### src/rtl/core/htc_pkg.sv
// Types and constants shared by the humidity/temperature calibration block.
package htc_pkg;

   localparam int CNT_W      = 16;  // raw counts and calibration counts
   localparam int PT_W       = 7;   // calibration points in degrees or percent
   localparam int RES_W      = 16;  // result fields
   localparam int QUOT_W     = 23;  // |(x - x0) * (y1 - y0)| < 2**23
   localparam int LANE_LAT   = QUOT_W + 4;
   localparam int CSR_IDX_W  = 3;
   localparam int CSR_DATA_W = 16;

   localparam logic [CSR_IDX_W-1:0] REG_TEMP_LOW_DEG    = 3'd0;
   localparam logic [CSR_IDX_W-1:0] REG_TEMP_HIGH_DEG   = 3'd1;
   localparam logic [CSR_IDX_W-1:0] REG_TEMP_LOW_COUNT  = 3'd2;
   localparam logic [CSR_IDX_W-1:0] REG_TEMP_HIGH_COUNT = 3'd3;
   localparam logic [CSR_IDX_W-1:0] REG_HUM_LOW_PCT     = 3'd4;
   localparam logic [CSR_IDX_W-1:0] REG_HUM_HIGH_PCT    = 3'd5;
   localparam logic [CSR_IDX_W-1:0] REG_HUM_LOW_COUNT   = 3'd6;
   localparam logic [CSR_IDX_W-1:0] REG_HUM_HIGH_COUNT  = 3'd7;

   typedef struct packed {
      logic signed [CNT_W-1:0] raw_temp;
      logic signed [CNT_W-1:0] raw_hum;
   } req_type;

   typedef struct packed {
      logic signed [RES_W-1:0] temp_deg;
      logic        [RES_W-1:0] hum_pct;
      logic                    temp_div_zero;
      logic                    hum_div_zero;
   } rsp_type;

   // One straight line: counts x0, x1 map to points y0, y1.
   typedef struct packed {
      logic signed [CNT_W-1:0] x0;
      logic signed [CNT_W-1:0] x1;
      logic        [PT_W-1:0]  y0;
      logic        [PT_W-1:0]  y1;
   } cal_type;

endpackage

### src/rtl/core/htc_lane.sv
// One calibration channel: subtract, multiply, then a bit-per-stage restoring divider.
module htc_lane
   import htc_pkg::*;
(
   input  logic                    clock,
   input  logic                    adv,
   input  logic signed [CNT_W-1:0] raw,
   input  cal_type                 cal,
   output logic        [RES_W-1:0] result,
   output logic                    div_zero
);

   // calibration-derived values; the user keeps them stable while words are in flight, the block does not enforce it
   logic signed [CNT_W:0]   den_in;
   logic        [CNT_W-1:0] den_abs_ff;
   logic                    den_neg_ff;
   logic                    den_zero_ff;
   logic signed [PT_W:0]    dy_ff;

   assign den_in = {cal.x1[CNT_W-1], cal.x1} - {cal.x0[CNT_W-1], cal.x0};

   always_ff @(posedge clock) begin
      den_abs_ff  <= den_in[CNT_W] ? CNT_W'(-den_in) : den_in[CNT_W-1:0];
      den_neg_ff  <= den_in[CNT_W];
      den_zero_ff <= (den_in == '0);
      dy_ff       <= $signed({1'b0, cal.y1}) - $signed({1'b0, cal.y0});
   end

   // front stages
   logic signed [CNT_W:0]      diff_ff;
   logic signed [CNT_W+PT_W:0] prod_ff;
   logic signed [CNT_W+PT_W:0] prod_in;

   assign prod_in = (CNT_W+PT_W+1)'(diff_ff) * (CNT_W+PT_W+1)'(dy_ff);

   // divider stages; entry 0 is loaded from the product
   logic [CNT_W-1:0]  rem_ff [QUOT_W+1];
   logic [QUOT_W-1:0] nq_ff  [QUOT_W+1];
   logic              neg_ff [QUOT_W+1];
   logic [CNT_W-1:0]  rem_in [QUOT_W+1];
   logic [QUOT_W-1:0] nq_in  [QUOT_W+1];

   always_comb begin
      logic [CNT_W:0] trial;
      logic           fits;
      rem_in[0] = '0;
      nq_in[0]  = prod_ff[CNT_W+PT_W] ? QUOT_W'(-prod_ff) : prod_ff[QUOT_W-1:0];
      for (int k = 1; k <= QUOT_W; k++) begin
         trial     = {rem_ff[k-1], nq_ff[k-1][QUOT_W-1]};
         fits      = (trial >= {1'b0, den_abs_ff});
         rem_in[k] = fits ? CNT_W'(trial - {1'b0, den_abs_ff}) : trial[CNT_W-1:0];
         nq_in[k]  = {nq_ff[k-1][QUOT_W-2:0], fits};
      end
   end

   // apply sign on the low bits, then add the base point
   logic [RES_W-1:0] qlo;
   logic [RES_W-1:0] sq;
   logic [RES_W-1:0] res_ff;
   logic             zero_ff;

   assign qlo = nq_ff[QUOT_W][RES_W-1:0];
   assign sq  = neg_ff[QUOT_W] ? (~qlo + RES_W'(1)) : qlo;

   always_ff @(posedge clock) begin
      if (adv) begin
         diff_ff   <= {raw[CNT_W-1], raw} - {cal.x0[CNT_W-1], cal.x0};
         prod_ff   <= prod_in;
         neg_ff[0] <= prod_ff[CNT_W+PT_W] ^ den_neg_ff;
         for (int k = 0; k <= QUOT_W; k++) begin
            rem_ff[k] <= rem_in[k];
            nq_ff[k]  <= nq_in[k];
         end
         for (int k = 1; k <= QUOT_W; k++) begin
            neg_ff[k] <= neg_ff[k-1];
         end
         res_ff  <= den_zero_ff ? '0 : sq + {{(RES_W-PT_W){1'b0}}, cal.y0};
         zero_ff <= den_zero_ff;
      end
   end

   assign result   = res_ff;
   assign div_zero = zero_ff;

endmodule

### src/rtl/core/humidity_temp_calibration.sv
// Top level: calibration registers, valid pipeline and the two calibration lanes.
//
//   port group   dir   handshake             carries
//   req_         in    req_valid/req_ready   req_type: raw_temp, raw_hum
//   rsp_         out   rsp_valid/rsp_ready   rsp_type: temp_deg, hum_pct, flags
//   csr_         in    csr_wen (no wait)     csr_index, csr_wdata
//
// One word per cycle enters while the output is not stalled; the 23-stage restoring
// divider sits behind the subtract, multiply and magnitude stages and ahead of the
// sign and offset stage.
// Reset clears the valid pipeline and all calibration registers to zero.
// A stalled output freezes the whole pipeline; req_ready drops for the same cycle.
module humidity_temp_calibration
   import htc_pkg::*;
(
   input  logic                  clock,
   input  logic                  reset,
   input  logic                  req_valid,
   output logic                  req_ready,
   input  req_type               req_data,
   output logic                  rsp_valid,
   input  logic                  rsp_ready,
   output rsp_type               rsp_data,
   input  logic                  csr_wen,
   input  logic [CSR_IDX_W-1:0]  csr_index,
   input  logic [CSR_DATA_W-1:0] csr_wdata
);

   cal_type temp_cal_ff;
   cal_type hum_cal_ff;

   always_ff @(posedge clock) begin
      if (reset) begin
         temp_cal_ff <= '0;
         hum_cal_ff  <= '0;
      end else if (csr_wen) begin
         unique case (csr_index)
            REG_TEMP_LOW_DEG:    temp_cal_ff.y0 <= csr_wdata[PT_W-1:0];
            REG_TEMP_HIGH_DEG:   temp_cal_ff.y1 <= csr_wdata[PT_W-1:0];
            REG_TEMP_LOW_COUNT:  temp_cal_ff.x0 <= csr_wdata[CNT_W-1:0];
            REG_TEMP_HIGH_COUNT: temp_cal_ff.x1 <= csr_wdata[CNT_W-1:0];
            REG_HUM_LOW_PCT:     hum_cal_ff.y0  <= csr_wdata[PT_W-1:0];
            REG_HUM_HIGH_PCT:    hum_cal_ff.y1  <= csr_wdata[PT_W-1:0];
            REG_HUM_LOW_COUNT:   hum_cal_ff.x0  <= csr_wdata[CNT_W-1:0];
            REG_HUM_HIGH_COUNT:  hum_cal_ff.x1  <= csr_wdata[CNT_W-1:0];
            default: ;
         endcase
      end
   end

   // advance everything unless a finished word is waiting
   logic                adv;
   logic [LANE_LAT-1:0] vld_ff;

   assign adv       = !vld_ff[LANE_LAT-1] || rsp_ready;
   assign req_ready = adv;
   assign rsp_valid = vld_ff[LANE_LAT-1];

   always_ff @(posedge clock) begin
      if (reset) begin
         vld_ff <= '0;
      end else if (adv) begin
         vld_ff <= {vld_ff[LANE_LAT-2:0], req_valid};
      end
   end

   logic [RES_W-1:0] temp_res;
   logic [RES_W-1:0] hum_res;
   logic             temp_zero;
   logic             hum_zero;

   htc_lane u_temp (
      .clock    (clock),
      .adv      (adv),
      .raw      (req_data.raw_temp),
      .cal      (temp_cal_ff),
      .result   (temp_res),
      .div_zero (temp_zero)
   );

   htc_lane u_hum (
      .clock    (clock),
      .adv      (adv),
      .raw      (req_data.raw_hum),
      .cal      (hum_cal_ff),
      .result   (hum_res),
      .div_zero (hum_zero)
   );

   always_comb begin
      rsp_data               = '0;
      rsp_data.temp_deg      = $signed(temp_res);
      rsp_data.hum_pct       = hum_res;
      rsp_data.temp_div_zero = temp_zero;
      rsp_data.hum_div_zero  = hum_zero;
   end

   a_temp_flag: assert property (@(posedge clock) disable iff (reset)
      rsp_valid |-> rsp_data.temp_div_zero == (temp_cal_ff.x0 == temp_cal_ff.x1))
      else $error("temperature divide-by-zero flag disagrees with calibration");

   a_hum_flag: assert property (@(posedge clock) disable iff (reset)
      rsp_valid |-> rsp_data.hum_div_zero == (hum_cal_ff.x0 == hum_cal_ff.x1))
      else $error("humidity divide-by-zero flag disagrees with calibration");

   a_zero_result: assert property (@(posedge clock) disable iff (reset)
      rsp_valid && rsp_data.temp_div_zero |-> rsp_data.temp_deg == '0)
      else $error("temperature result not zero on divide by zero");

   a_stall_hold: assert property (@(posedge clock) disable iff (reset)
      rsp_valid && !rsp_ready |=> rsp_valid && $stable(vld_ff))
      else $error("pipeline moved while output stalled");

endmodule
### config.mk
export PLATFORM = sky130hd
export DESIGN_NAME = humidity_temp_calibration
export DESIGN_NICKNAME = d
export VERILOG_FILES = /design/src/rtl/core/htc_pkg.sv /design/src/rtl/core/htc_lane.sv /design/src/rtl/core/humidity_temp_calibration.sv
export SDC_FILE = /design/constraint.sdc
export NUM_CORES = 2
export LEC_CHECK = 0
export BUFFER_PORTS_ARGS = -buffer_cell sky130_fd_sc_hd__buf_2
export CELL_PAD_IN_SITES_DETAIL_PLACEMENT = 1
export CELL_PAD_IN_SITES_GLOBAL_PLACEMENT = 1
export CORE_UTILIZATION = 30
export DETAILED_ROUTE_END_ITERATION = 10
export PLACE_DENSITY_LB_ADDON = 0.2
export SLEW_MARGIN = 20
export SYNTH_ARGS = -nofsm -noshare
export SYNTH_HDL_FRONTEND = slang
export SYNTH_SLANG_ARGS = --single-unit
### constraint.sdc
create_clock -name clock -period 159.8 [get_ports clock]
set_input_delay 31.96 -clock clock [delete_from_list [all_inputs] [get_ports clock]]
set_output_delay 31.96 -clock clock [all_outputs]
set_load 0.01 [all_outputs]
==> flow_metrics.env <==
export IMPL_grt_pass1_wl_mm=452.1
export IMPL_antenna_found_initial=21
export IMPL_yosys_area_share_adder=0.1509
export IMPL_drive_gt1_frac=0.09407
export IMPL_path_clk_slew_ns=0.06
export IMPL_synth_cells=9545
export IMPL_hold_violations=0
export IMPL_synth_simple_gate_area_frac=0.1128
export IMPL_layout_setup_ws_ns=94.71
export IMPL_wl_mm=294.2
export IMPL_start_kind="input port"
export IMPL_start_util=0.3013
export IMPL_drt_vias_per_instance=4.905
export IMPL_die_area_um2=365900
export IMPL_p_leak_uw=0.05028
export IMPL_dr_first_iter_drc_count=3669
export IMPL_rsz0062_at_grt="false"
export IMPL_slew_headroom=0.2784
export IMPL_core_area_um2=362000
export IMPL_slew_violations=0
export IMPL_path_max_fanout=56
export IMPL_final_common_cell="edfxtp_1"
export IMPL_synthMuxAreaShare=0.03434
export IMPL_syn_to_final_growth_pct=13.02
export IMPL_io_pins=92
export IMPL_worst_hold_slack_ns=0.3880
export IMPL_end_kind="output port"
export IMPL_power_density_nw_per_um2=24.20
export IMPL_clock_latency_ns=0.93
export IMPL_irDropWorstVdd_mv=0.01117
export IMPL_avgSynthCellArea_um2=11.42
export IMPL_drcViolationCount=0
export IMPL_track_usage=0.1582
export IMPL_die_x_um=604.9
export IMPL_synth_top_family_by_area="adder cells"
export IMPL_placed_cell_area_um2=115600
export IMPL_cts_buffers=224
export IMPL_vias=72440
export IMPL_firstDrtPassIters=5
export IMPL_ctsResizeCount=0
export IMPL_setup_viol=0
export IMPL_synth_main_ff_cell="edfxtp_1"
export IMPL_synth_seq_cells=1863
export IMPL_cts_setup_buffers=0
export IMPL_crit_arrival_ns=33.13
export IMPL_gp_congestion=0.8104
export IMPL_finClkSkew_ns=0.06341
export IMPL_h_tree_depth=4
export IMPL_finalSetupTns_ns=0
export IMPL_utilization=0.3405
export IMPL_synth_compound_area_frac=0.1149
export IMPL_hold_path_class="reg2reg"
export IMPL_max_freq_ghz=0.01536
export IMPL_finalCritPeriodShare=0.4073
export IMPL_synth_xor_area_frac=0.05887
export IMPL_async_flop_share=0
export IMPL_fin_nets=11000
export IMPL_synth_edf_count=1692
export IMPL_yosysSeqAreaShare=0.4973
export IMPL_die_y_um=604.9
export IMPL_syn_nets=10760
export IMPL_cts_sinks=1863
export IMPL_status="finished clean"
export IMPL_grt_max_degree=166
export IMPL_synthesis_area_um2=109000
export IMPL_max_cap_viol_count=0
export IMPL_dp_final_hpwl_mm=207.5
export IMPL_clk_path_buf_depth=4
export IMPL_dpl_worst_slack_ns=94.66
export IMPL_cts_root_buffer="clkbuf_16"
export IMPL_ys_warn_count=0
export IMPL_post_route_min_period_ns=65.09
export IMPL_gr_total_overflow=0
export IMPL_cts_tree="done"
export IMPL_postRouteAntennaNets=0
export IMPL_wl_per_cell_um=19.92
export IMPL_design_area_um2=123200
export IMPL_fp_row_count=221
export IMPL_portBuffers=91
export IMPL_mostFrequentLayoutCells="1692 x edfxtp_1, 896 x ha_1, 777 x nor2_1"
export IMPL_yosysUniqueCellTypes=95
export IMPL_postCtsHoldBufs=0
export IMPL_critPathKind="in2out"
export IMPL_grt_pass1_vias=75980
export IMPL_worst_pin_slew_ns=1.078
export IMPL_cp_required_ns=127.84
-- layer usage --
metal / global-route usage / wire [um] / vias to the layer above
li1: - / - / 35100
met1: 0.2222 / 144700 / 36220
met2: 0.2614 / 135100 / 798
met3: 0.01614 / 8437 / 321
met4: 0.03686 / 5920 / 2
met5: 0 / 13 / -
-- critical path: stages --
cell,delay (ns)
buf_2,0.09
nor2b_2,0.04
buf_4,0.23
inv_8,0.45
buf_2,0.30
-- stage by stage --
step,power [uW],std cells
6_report,2983,14770
5_1_grt,3220,14770
4_1_cts,3020,14770
3_5_place_dp,2459,14350
3_3_place_gp,2415,14350
2_1_floorplan,2015,9545
-- synthesized netlist by cell type, drive strengths merged (30+ instances only) --
master,n,area share
a211oi,46,0.0032
a21boi,48,0.0033
a21o,210,0.014
a21oi,754,0.035
a31o,42,0.0034
a31oi,67,0.0038
and2,215,0.012
and3,62,0.0036
buf,47,0.0022
clkbuf,122,0.0042
dfxtp,171,0.031
edfxtp,1692,0.47
fa,262,0.048
ha,896,0.10
inv,703,0.024
mux2,283,0.029
mux2i,55,0.0051
nand2,625,0.022
nand2b,134,0.0077
nand3,173,0.0079
nand4,104,0.0060
nor2,778,0.027
nor2b,107,0.0061
nor3,181,0.0085
nor4,40,0.0025
o21a,92,0.0063
o21ai,368,0.017
o21bai,97,0.0067
o31ai,50,0.0035
o41ai,37,0.0030
or2,30,0.0017
or3,73,0.0043
xnor2,447,0.036
xor2,286,0.023
-- power breakdown --
part           internal, uW  leakage (uW)  switching (uW)  total, uW
sequential              824        0.0199             110        934
clock                   319       0.00369             214        532
combinational           639        0.0267             878       1520
-- kinds of logic (layout without fill, tap and decap cells) --
kind of cell,Yosys count,count (layout)
simple gates,2570,2570
compound gates,2008,2008
flops,1863,1863
fa+ha+maj,1158,1158
buf+inv,875,1301
xor+xnor,733,733
mux,338,338
other cells,0,4
-- worst paths after layout --
path | end | slack [ns] | cells after the start | startpoint
worst min register to register | u_temp.nq_ff[1][9] | 0.39 | 0 | u_temp.nq_ff[0][169]
worst min-delay path | u_temp.nq_ff[1][9] | 0.39 | 0 | u_temp.nq_ff[0][169]
worst max register to register | u_hum.nq_ff[2][101] | 153.45 | 9 | vld_ff[26]
worst max-delay path | req_ready | 94.71 | 5 | rsp_ready
-- registers in the layout, indices dropped and copies added, names as in the netlist, 27 cells and up --
signal,flops
u_hum.nq_ff,412
vld_ff,27
u_temp.nq_ff,412
temp_cal_ff,46
hum_cal_ff,46
u_temp.rem_ff,352
u_hum.rem_ff,352
-- cell type report --
class | count | area (um^2)
inverters | 706 | 2658
multi-input cells | 6807 | 51510
clock inverters | 151 | 1752
diodes | 4 | 10.01
clock buffers | 263 | 5888
repair buffers | 181 | 1187
well taps | 4794 | 5998
fillers | 39410 | 238700
flip-flops and latches | 1863 | 54240
Note: power is estimated with default switching activity, not from simulation.
